[src/rtl/core/pls_pkg.sv]
// Shared constants, codes and payload types of the positional list store.
package pls_pkg;

    localparam int CAPACITY = 128;
    localparam int IW       = $clog2(CAPACITY);
    localparam int CW       = $clog2(CAPACITY + 1);
    localparam int PW       = 8;
    localparam int SW       = ((CW > PW) ? CW : PW) + 1;
    localparam int GRP      = 16;
    localparam int GIW      = $clog2(GRP);
    localparam int NGRP     = (CAPACITY + GRP - 1) / GRP;
    localparam int NGW      = (NGRP > 1) ? $clog2(NGRP) : 1;

    localparam logic [1:0] OP_INSERT = 2'd0;
    localparam logic [1:0] OP_DELETE = 2'd1;
    localparam logic [1:0] OP_READ   = 2'd2;
    localparam logic [1:0] OP_LOCATE = 2'd3;

    localparam logic [1:0] ST_OK       = 2'd0;
    localparam logic [1:0] ST_BADPOS   = 2'd1;
    localparam logic [1:0] ST_FULL     = 2'd2;
    localparam logic [1:0] ST_NOTFOUND = 2'd3;

    localparam logic [2:0] CELL_HOLD   = 3'd0;
    localparam logic [2:0] CELL_INSERT = 3'd1;
    localparam logic [2:0] CELL_DELETE = 3'd2;
    localparam logic [2:0] CELL_READ   = 3'd3;
    localparam logic [2:0] CELL_LOCATE = 3'd4;

    typedef struct packed {
        logic [1:0]         op;
        logic [PW-1:0]      position;
        logic signed [31:0] value;
    } pls_in_t;

    typedef struct packed {
        logic [1:0]         status;
        logic signed [31:0] read_value;
        logic [PW-1:0]      found_position;
        logic [PW-1:0]      count;
    } pls_out_t;

    typedef struct packed {
        logic [2:0]         code;
        logic [SW-1:0]      slot;
        logic [CW-1:0]      cnt;
        logic signed [31:0] value;
    } pls_cmd_t;

    typedef struct packed {
        logic               any;
        logic [IW-1:0]      idx;
        logic signed [31:0] value;
    } pls_find_t;

endpackage

[src/rtl/core/pls_cell.sv]
// One list slot: holds an entry, shifts with its neighbors, flags a probe hit.
module pls_cell
    import pls_pkg::*;
(
    input  logic               clk,
    input  logic [IW-1:0]      idx,
    input  pls_cmd_t           cmd,
    input  logic signed [31:0] left,
    input  logic signed [31:0] right,
    output logic signed [31:0] entry,
    output logic               hit
);

    logic signed [31:0] entry_reg;
    logic signed [31:0] entry_next;
    logic               hit_reg;
    logic               hit_next;
    logic [SW-1:0]      idx_s;

    assign idx_s = SW'(idx);

    always_comb
    begin
        entry_next = entry_reg;
        hit_next   = 1'b0;
        unique case (cmd.code)
            CELL_HOLD:
            begin
                entry_next = entry_reg;
            end
            CELL_INSERT:
            begin
                if (idx_s > cmd.slot)
                begin
                    entry_next = left;
                end
                else if (idx_s == cmd.slot)
                begin
                    entry_next = cmd.value;
                end
            end
            CELL_DELETE:
            begin
                if (idx_s >= cmd.slot)
                begin
                    entry_next = right;
                end
            end
            CELL_READ:
            begin
                hit_next = (idx_s == cmd.slot);
            end
            CELL_LOCATE:
            begin
                hit_next = (CW'(idx) < cmd.cnt) && (entry_reg == cmd.value);
            end
            default:
            begin
                entry_next = entry_reg;
            end
        endcase
    end

    always_ff @(posedge clk)
    begin
        entry_reg <= entry_next;
        hit_reg   <= hit_next;
    end

    assign entry = entry_reg;
    assign hit   = hit_reg;

endmodule

[config.mk]
export PLATFORM = sky130hd
export DESIGN_NAME = pls_cell
export DESIGN_NICKNAME = d
export VERILOG_FILES = /design/src/rtl/core/pls_pkg.sv /design/src/rtl/core/pls_cell.sv
export SDC_FILE = /design/constraint.sdc
export NUM_CORES = 1
export LEC_CHECK = 0
export CELL_PAD_IN_SITES_DETAIL_PLACEMENT = 1
export CELL_PAD_IN_SITES_GLOBAL_PLACEMENT = 1
export CORE_MARGIN = 5
export CORE_UTILIZATION = 49
export CTS_BUF_LIST = sky130_fd_sc_hd__clkbuf_4 sky130_fd_sc_hd__clkbuf_8
export DETAILED_ROUTE_END_ITERATION = 10
export DONT_BUFFER_PORTS = 1
export HOLD_SLACK_MARGIN = 0.08
export MAX_ROUTING_LAYER = met4
export PLACE_DENSITY_LB_ADDON = 0.2
export SLEW_MARGIN = 0
export SYNTH_ARGS = -nofsm -noshare
export SYNTH_HDL_FRONTEND = slang
export SYNTH_SLANG_ARGS = --single-unit
[constraint.sdc]
create_clock -name clk -period 8.5 [get_ports clk]
set_input_delay 0.425 -clock clk [delete_from_list [all_inputs] [get_ports clk]]
set_output_delay 0.425 -clock clk [all_outputs]
set_load 0.01 [all_outputs]
==> impl_results.md, run 1 <==
- DR vias: ~2,400
- First-pass GRT wire length: around 14,000 microns
- Arr. time, crit path: ~2.4 ns
- CTS tree: done
- # hold bufs at CTS: 0
- Worst-Margin Slew: 1.020 ns
- Max-cap violation count: 0
- Fillers: about 650
- Post-synthesis sequential area ratio: 0.3657
- Initial Utilization: 0.4963
- Initial antenna violation count: 0
- Max VDD drop: about 0.000068 V
- GP Congestion: 0.7982
- CTS max path bufs: 2
- DP HPWL: 6633 microns
- Worst slack, placed: around 6 ns
- Setup slack after layout: roughly 6.2 ns
- Clock Sinks: 33
- Cells after synthesis: roughly 320
- Fraction of layout cells with a size suffix above 1: 0.07395
- Post-CTS Setup Bufs: 0
- Area of the multi-input gates: ~1500 sq um
- Worst clock skew: between 0.003 and 0.004 ns
- Post-route DRC: 0
- DRT Wirelength: 8783 microns
- Multiplexer area fraction after synthesis: 0.008396
- Ant diodes: 0
- Die width: around 84 microns
- PwrDens: between 100 and 150 nW/um^2
- CTS H-tree depth: 2
- # IOs: 157
- Clock latency on the worst-skew pair: ~0.28 ns
- Slew Limit Fails: 0
- Max Fclk: roughly 440 MHz
- Number of enable flip-flop cells after synthesis: 32
- # port buffers: 0
- GRT Residual Overflow: 0
- Simple-gate share of the synthesized area: 0.1656
- Core Rows: 27
- Max FFs per register: 32
- Clock slew at reported path FFs: roughly 0.080 ns
- Vias in the first global route: around 2,600
- Clk root buf: clkbuf_8
- Num CTS Buffers: 5
- Flops & latches, synth: 33
- Critical-path maximum fanout: 32
- CTS resizes: 0
- Slew Limit Headroom: 0.3052
- Setup-failing EPs final: 0
- Period minus WS final: around 2.3 ns
- Critical Path Source Type: input port
- Post-synthesis compound-gate area fraction: 0.2323
- Die area: roughly 7100 sq um
- Main synth FF type: edfxtp_1
- Area delta synth->final: 4.011%
- Worst endpoint required time: ~8.6 ns
- Critical path class: in2reg
- Post-Synth Adder-Cell Area: 0.06063
- Syn_area_per_cell: between 8 and 9 sq um
- Synthesized area: between 2000 and 3000 sq um
- Unrepaired setup endpoints after global routing: false
- Syn Nets: between 400 and 500
- Largest family of logic cells by synthesized area: compound AO/OA/AOI/OAI gates
- Register Area: 980.9 sq um
- Status: complete, no violations
- Post-DR vias/cell: approximately 6.4
- Largest net degree at the start of global routing: 33
- DRT Pass-1 Iters: 4
- Period utilization: 0.2685
- Distinct cells, synth: 38
- Routed wire length per instance: around 23 microns
- DRT antenna net count: 0
- Drt initial violations: roughly 150
- Total negative slack: 0 ns
- Async set or reset register ratio after synthesis: 0
- Hold Fails Final Rpt: 0
- DIE HEIGHT: roughly 84 microns
- Area of the core: ~5400 sq um
- Ys Warns: 0
- Layout Nets: about 450
- CP Capture Type: flip-flop
- Post-Synth XOR/XNOR Area: 0.1045
- Leak: 0.9730 nW
- Type of the tightest min-delay check: in2reg
- GRT Util Overall: 0.2481
-- synth_stat cells, types with 2 or more instances --
master,count,area (sq um)
o21ai_0,32,160.2
buf_6,3,33.78
a31oi_1,32,200.2
inv_1,13,48.80
nand4b_1,2,17.52
edfxtp_1,32,960.9
buf_2,9,45.04
nand4_1,7,43.79
a21oi_2,2,17.52
a21o_1,3,22.52
nand3_1,3,15.01
a21oi_1,35,175.2
clkbuf_1,5,18.77
ha_1,13,162.7
nor4_1,2,12.51
nor2_1,34,127.6
xor2_1,3,26.28
o21ai_2,2,17.52
xnor2_1,29,254.0
nor3_1,2,10.01
buf_4,3,22.52
nand2_1,35,131.4
-- report_power, final --
part           leakage [nW]  internal, mW  total [mW]  switching (mW)
logic                 0.615        0.0374      0.0875          0.0501
clock network        0.0430        0.0552       0.117          0.0618
registers             0.315         0.188       0.194         0.00642
-- worst max-delay path, cell delays in order --
cell and delay (ns):
inv_1 0.02, ha_1 0.29, a21oi_1 0.08, nor3_2 0.31, o21a_1 0.86, o21ai_0 0.21, a31oi_1 0.20
-- cells by family (layout without fill, tap and decap cells) --
| family | after synthesis | count (layout) |
|---|---|---|
| xor gates and xnor gates | 32 | 32 |
| buffers and inverters | 33 | 27 |
| adders and majority gates | 13 | 13 |
| muxes | 1 | 1 |
| and+or+nand+nor | 95 | 95 |
| AOI/OAI and AO/OA | 110 | 110 |
| DFF | 33 | 33 |
-- layout by cell type (no fill, tap or decap), types with 3 or more instances in the layout --
cell type,synthesis,final
edfxtp_1,32,32
ha_1,13,13
o21ai_0,32,32
nand4_1,7,7
clkbuf_8,0,5
a21o_1,3,3
buf_4,3,6
xnor2_1,29,29
nor2_1,34,34
nand2_1,35,35
nand3_1,3,3
a31oi_1,32,32
xor2_1,3,3
inv_1,13,13
a21oi_1,35,35
-- routing by layer --
layer  part of all wire  global-route usage
met5                  0                   -
met3              0.082             0.06811
met1               0.42              0.3125
met4              0.014             0.05556
met2               0.48              0.3991
-- through the flow --
| stage | util | total power [mW] | instance area [sq um] | hold slack [ns] | cells |
|---|---|---|---|---|---|
| after detailed placement | 0.5012 | 0.2857 | 2709 | 0.6232 | 375 |
| after CTS | 0.5162 | 0.4023 | 2790 | 0.3176 | 383 |
| final | 0.5162 | 0.3988 | 2790 | 0.3226 | 383 |
| after floorplan | - | 0.2698 | 2683 | 0.6065 | 317 |
| after global routing | 0.5162 | 0.4203 | 2790 | 0.3203 | 383 |
| after global placement | 0.5012 | 0.2820 | 2709 | 0.6217 | 375 |
-- path summary, 6_finish.rpt --
kind | endpoint | slack (ns) | start | cells after the start
worst max register to register | hit | 6.65 | entry[29] | 5
worst min-delay path | hit | 0.32 | cmd[49] | 2
worst min register to register | hit | 0.85 | entry[20] | 5
worst max-delay path | entry[30] | 6.22 | cmd[46] | 7
-- final cells by class --
cell class	instances	share of cell area
timing repair buffer	6	0.01614
clock buffer	5	0.02466
clock inverter	3	0.004484
tap	72	0.03229
sequential	33	0.3516
inverter	13	0.01749
multi-input combinational	251	0.5534
No activity file was read; power rests on OpenSTA's default activity.
==> run 2, diff against run 1 <==
--- a/config.mk
+++ b/config.mk
@@ -5,10 +5,11 @@
 export SDC_FILE = /design/constraint.sdc
 export NUM_CORES = 1
 export LEC_CHECK = 0
+export ABC_AREA = 1
 export CELL_PAD_IN_SITES_DETAIL_PLACEMENT = 1
 export CELL_PAD_IN_SITES_GLOBAL_PLACEMENT = 1
 export CORE_MARGIN = 5
-export CORE_UTILIZATION = 49
+export CORE_UTILIZATION = 43
 export CTS_BUF_LIST = sky130_fd_sc_hd__clkbuf_4 sky130_fd_sc_hd__clkbuf_8
 export DETAILED_ROUTE_END_ITERATION = 10
 export DONT_BUFFER_PORTS = 1
==> constraint.sdc (replaced) <==
create_clock -name clk -period 2.3 [get_ports clk]
set_input_delay 0.115 -clock clk [delete_from_list [all_inputs] [get_ports clk]]
set_output_delay 0.115 -clock clk [all_outputs]
set_load 0.01 [all_outputs]
==> run 2 against run 1 <==
  * First-iteration DRC count is 27% lower
  * Clock-buffer cell count stayed put
  * Power grew to 3.8 times the previous value
  * Clock skew is 0.0032 ns higher
  * Hold slack worse by 0.22 ns
  * Critical path depth is 2 higher
  * Register-to-register slack worse by 5.7 ns
  * Worst setup slack worse by 5.8 ns
  * Cell count is 50% higher
  * Sequential power grew to 3.7 times the previous value
  * Via count is 23% higher
  * Largest cell class unchanged
  * Highest routed layer unchanged
==> impl_results.md, run 2 <==
- Initial Utilization: 0.4387 (-0.05756)
- Critical Path Source Type: input port
- GRT Residual Overflow: 0 (unchanged)
- Synthesized area: 2948 sq um (+9.9%)
- Arr. time, crit path: 2.12 ns (-0.29 ns)
- Crit path cell chain: inv_1, ha_1, nand2_1, nor2_2, nand3_2, buf_4, or3_1, dlygate4sd3_1, nand2_1
- Ys Warns: 0 (unchanged)
- Ant diodes: 0 (unchanged)
- Max-cap violation count: 0 (unchanged)
- Slew Limit Fails: 0 (unchanged)
- Area contributors post-synth: edfxtp_1 33%, nand2_1 22%, inv_1 13%
- Post-route DRC: 0 (unchanged)
- Leading cell type in the layout, fill and taps excluded: nand2_1
- Area delta synth->final: 17.06%
- Syn_area_per_cell: 6.367 sq um (-25%)
- # port buffers: 0 (unchanged)
- Die area: 8611 sq um (+22%)
- Distinct cells, synth: 26 (-32%)
- Max Fclk: 531.2 MHz
- GP Congestion: 0.7856 (-1.6%)
- Routed wire length per instance: 17.47 microns (-24%)
- CTS resizes: 0 (unchanged)
- Num CTS Buffers: 5 (unchanged)
- Most used cell, CP: nand2_1
- Fillers: 930 (+42%)
- Fin area: 3451 sq um (+24%)
- Status: complete, no violations
- DRT Wirelength: 10,060 microns (+15%)
- Commonest cells after routing, fill and taps aside: 172 x nand2_1, 104 x inv_1, 71 x nand3_1
- M3 GR Usage: 0.05361 (-0.01450)
- Setup-failing EPs final: 0 (unchanged)
- Flops & latches, synth: 33 (unchanged)
- Worst clock skew: 0.006848 ns (+0.003227 ns)
- Top-area cell type share of the netlist area: 0.3260 (-0.03223)
- Main synth FF type: edfxtp_1
- GRT Util Overall: 0.2377 (-0.01036)
- Critical Path Max Stage Delay: 0.58 ns (-0.28 ns)
- Period utilization: 0.8185
- Max FFs per register: 32 (unchanged)
- CP Capture Type: flip-flop
- Layout Nets: 632 (+41%)
- Syn Nets: 600 (+32%)
- Period minus WS final: approximately 1.9 ns
- Slew Limit Headroom: 0.6862 (+0.3810)
- Worst-Margin Slew: 0.4702 ns (-0.5502 ns)
- Largest area contributor in the netlist: edfxtp_1
- Placement-stage cell area: 3024 sq um (+12%)
- CTS tree: done
- Critical path class: in2reg
- # IOs: 157 (unchanged)
- Number of enable flip-flop cells after synthesis: 32 (unchanged)
- Cell family with most CP delay: buffers and inverters
- DR vias: 3,001 (+23%)
- Worst endpoint required time: 2.54 ns (-6.09 ns)
- Drt initial violations: 106 (-27%)
- Post-CTS Setup Bufs: 0 (unchanged)
- M2 GR Usage: 0.4187 (+0.01958)
- DIE HEIGHT: 92.80 microns (+10%)
- CTS max path bufs: 2 (unchanged)
- First-pass GRT wire length: 15,550 microns (+15%)
- Fraction of layout cells with a size suffix above 1: 0.04637 (-0.02758)
- DRT antenna net count: 0 (unchanged)
- PwrDens: 442.1 nW/um^2 (+210%)
- Leak: 1.902 nW (+95%)
- Async set or reset register ratio after synthesis: 0 (unchanged)
- DP HPWL: 7541 microns (+14%)
- Total negative slack: 0 ns (unchanged)
- Clock Sinks: 33 (unchanged)
- Critical path buffers and inverters: 3 (+2)
- Area of the core: 6719 sq um (+24%)
- Post-synthesis sequential area ratio: 0.3328 (-0.03290)
- Critical-path maximum fanout: 33 (+3.1%)
- Max VDD drop: 0.0002203 V (+230%)
- Met1 GRT Util: 0.2703 (-0.04224)
- Post-DR vias/cell: 5.210 (-18%)
- Type of the tightest min-delay check: in2reg
- DRT Pass-1 Iters: 4 (unchanged)
- Core Rows: 30 (+11%)
- # hold bufs at CTS: 34 (+34)
- Cells after synthesis: 463 (+46%)
- Largest net degree at the start of global routing: 34 (+3.0%)
- Synth cell count leaders: 172 x nand2_1, 104 x inv_1, 71 x nand3_1
- Die width: 92.80 microns (+10%)
- Initial antenna violation count: 0 (unchanged)
- Count leader, synth: nand2_1
- Vias in the first global route: 3,199 (+22%)
- GR peak layer: met2
- Clock slew at reported path FFs: 0.08 ns (about the same)
- Unrepaired setup endpoints after global routing: false
- Hold Fails Final Rpt: 0 (unchanged)
- Clk root buf: clkbuf_8
- CTS H-tree depth: 2 (unchanged)
- Clock latency on the worst-skew pair: 0.30 ns (+0.02 ns)
- CP max-delay cell: dlygate4sd3_1
==> run 2: worst min-delay path: stages <==
cell	delay, ns
inv_1	0.02
nand2_1	0.05
nand3_1	0.06
nand2_1	0.06
==> run 2: worst paths after layout <==
path / start / slack (ns) / cells after the start / end
setup / recovery: cmd[46] / 0.42 / 9 / hit
hold / removal: cmd[16] / 0.11 / 4 / entry[16]
setup reg to reg: entry[20] / 0.94 / 10 / hit
hold reg to reg: entry[23] / 0.80 / 5 / hit
==> run 2: area by class of cell <==
cell class                      instances  area (sq um)  share of cell area
Clock buffer                            5         68.82             0.01994
Clock inverter                          3         17.52            0.005076
Sequential cell                        33         980.9              0.2843
Tap cell                               80         100.1             0.02901
Multi-Input combinational cell        311          1483              0.4297
Timing Repair Buffer                   40         410.4              0.1189
Inverter                              104         390.4              0.1131
==> run 2: routing by layer <==
| layer | vias to the layer above | wire [microns] |
|---|---|---|
| li1 | 1474 | - |
| met1 | 1401 | 4127 |
| met2 | 110 | 5108 |
| met3 | 16 | 647 |
| met4 | 0 | 181 |
| met5 | - | 0 |
==> run 2: logic make-up after synthesis <==
kind of cell    Yosys count  synth area share
buf+inv                 119            0.1643
compound gates           11           0.01995
fa+ha+maj                13           0.05518
simple gates            279            0.4041
flops                    33            0.3328
xor+xnor                  8           0.02377
==> run 2: through the flow <==
stage               utilization  power (mW)  cells  hold WS [ns]  setup slack, ns
floorplan                     -      0.9548    463        0.2836           0.1270
global placement         0.4501       1.009    534        0.2971           0.3885
detailed placement       0.4501       1.026    534        0.2985           0.3051
CTS                      0.5136       1.543    576       0.09997           0.4730
global route             0.5136       1.614    576        0.1290           0.2712
finish                   0.5136       1.525    576        0.1075           0.4175
==> run 2: power breakdown <==
group,internal [mW],switching [mW]
Combinational,0.148,0.197
Clock,0.210,0.256
Sequential,0.691,0.0246
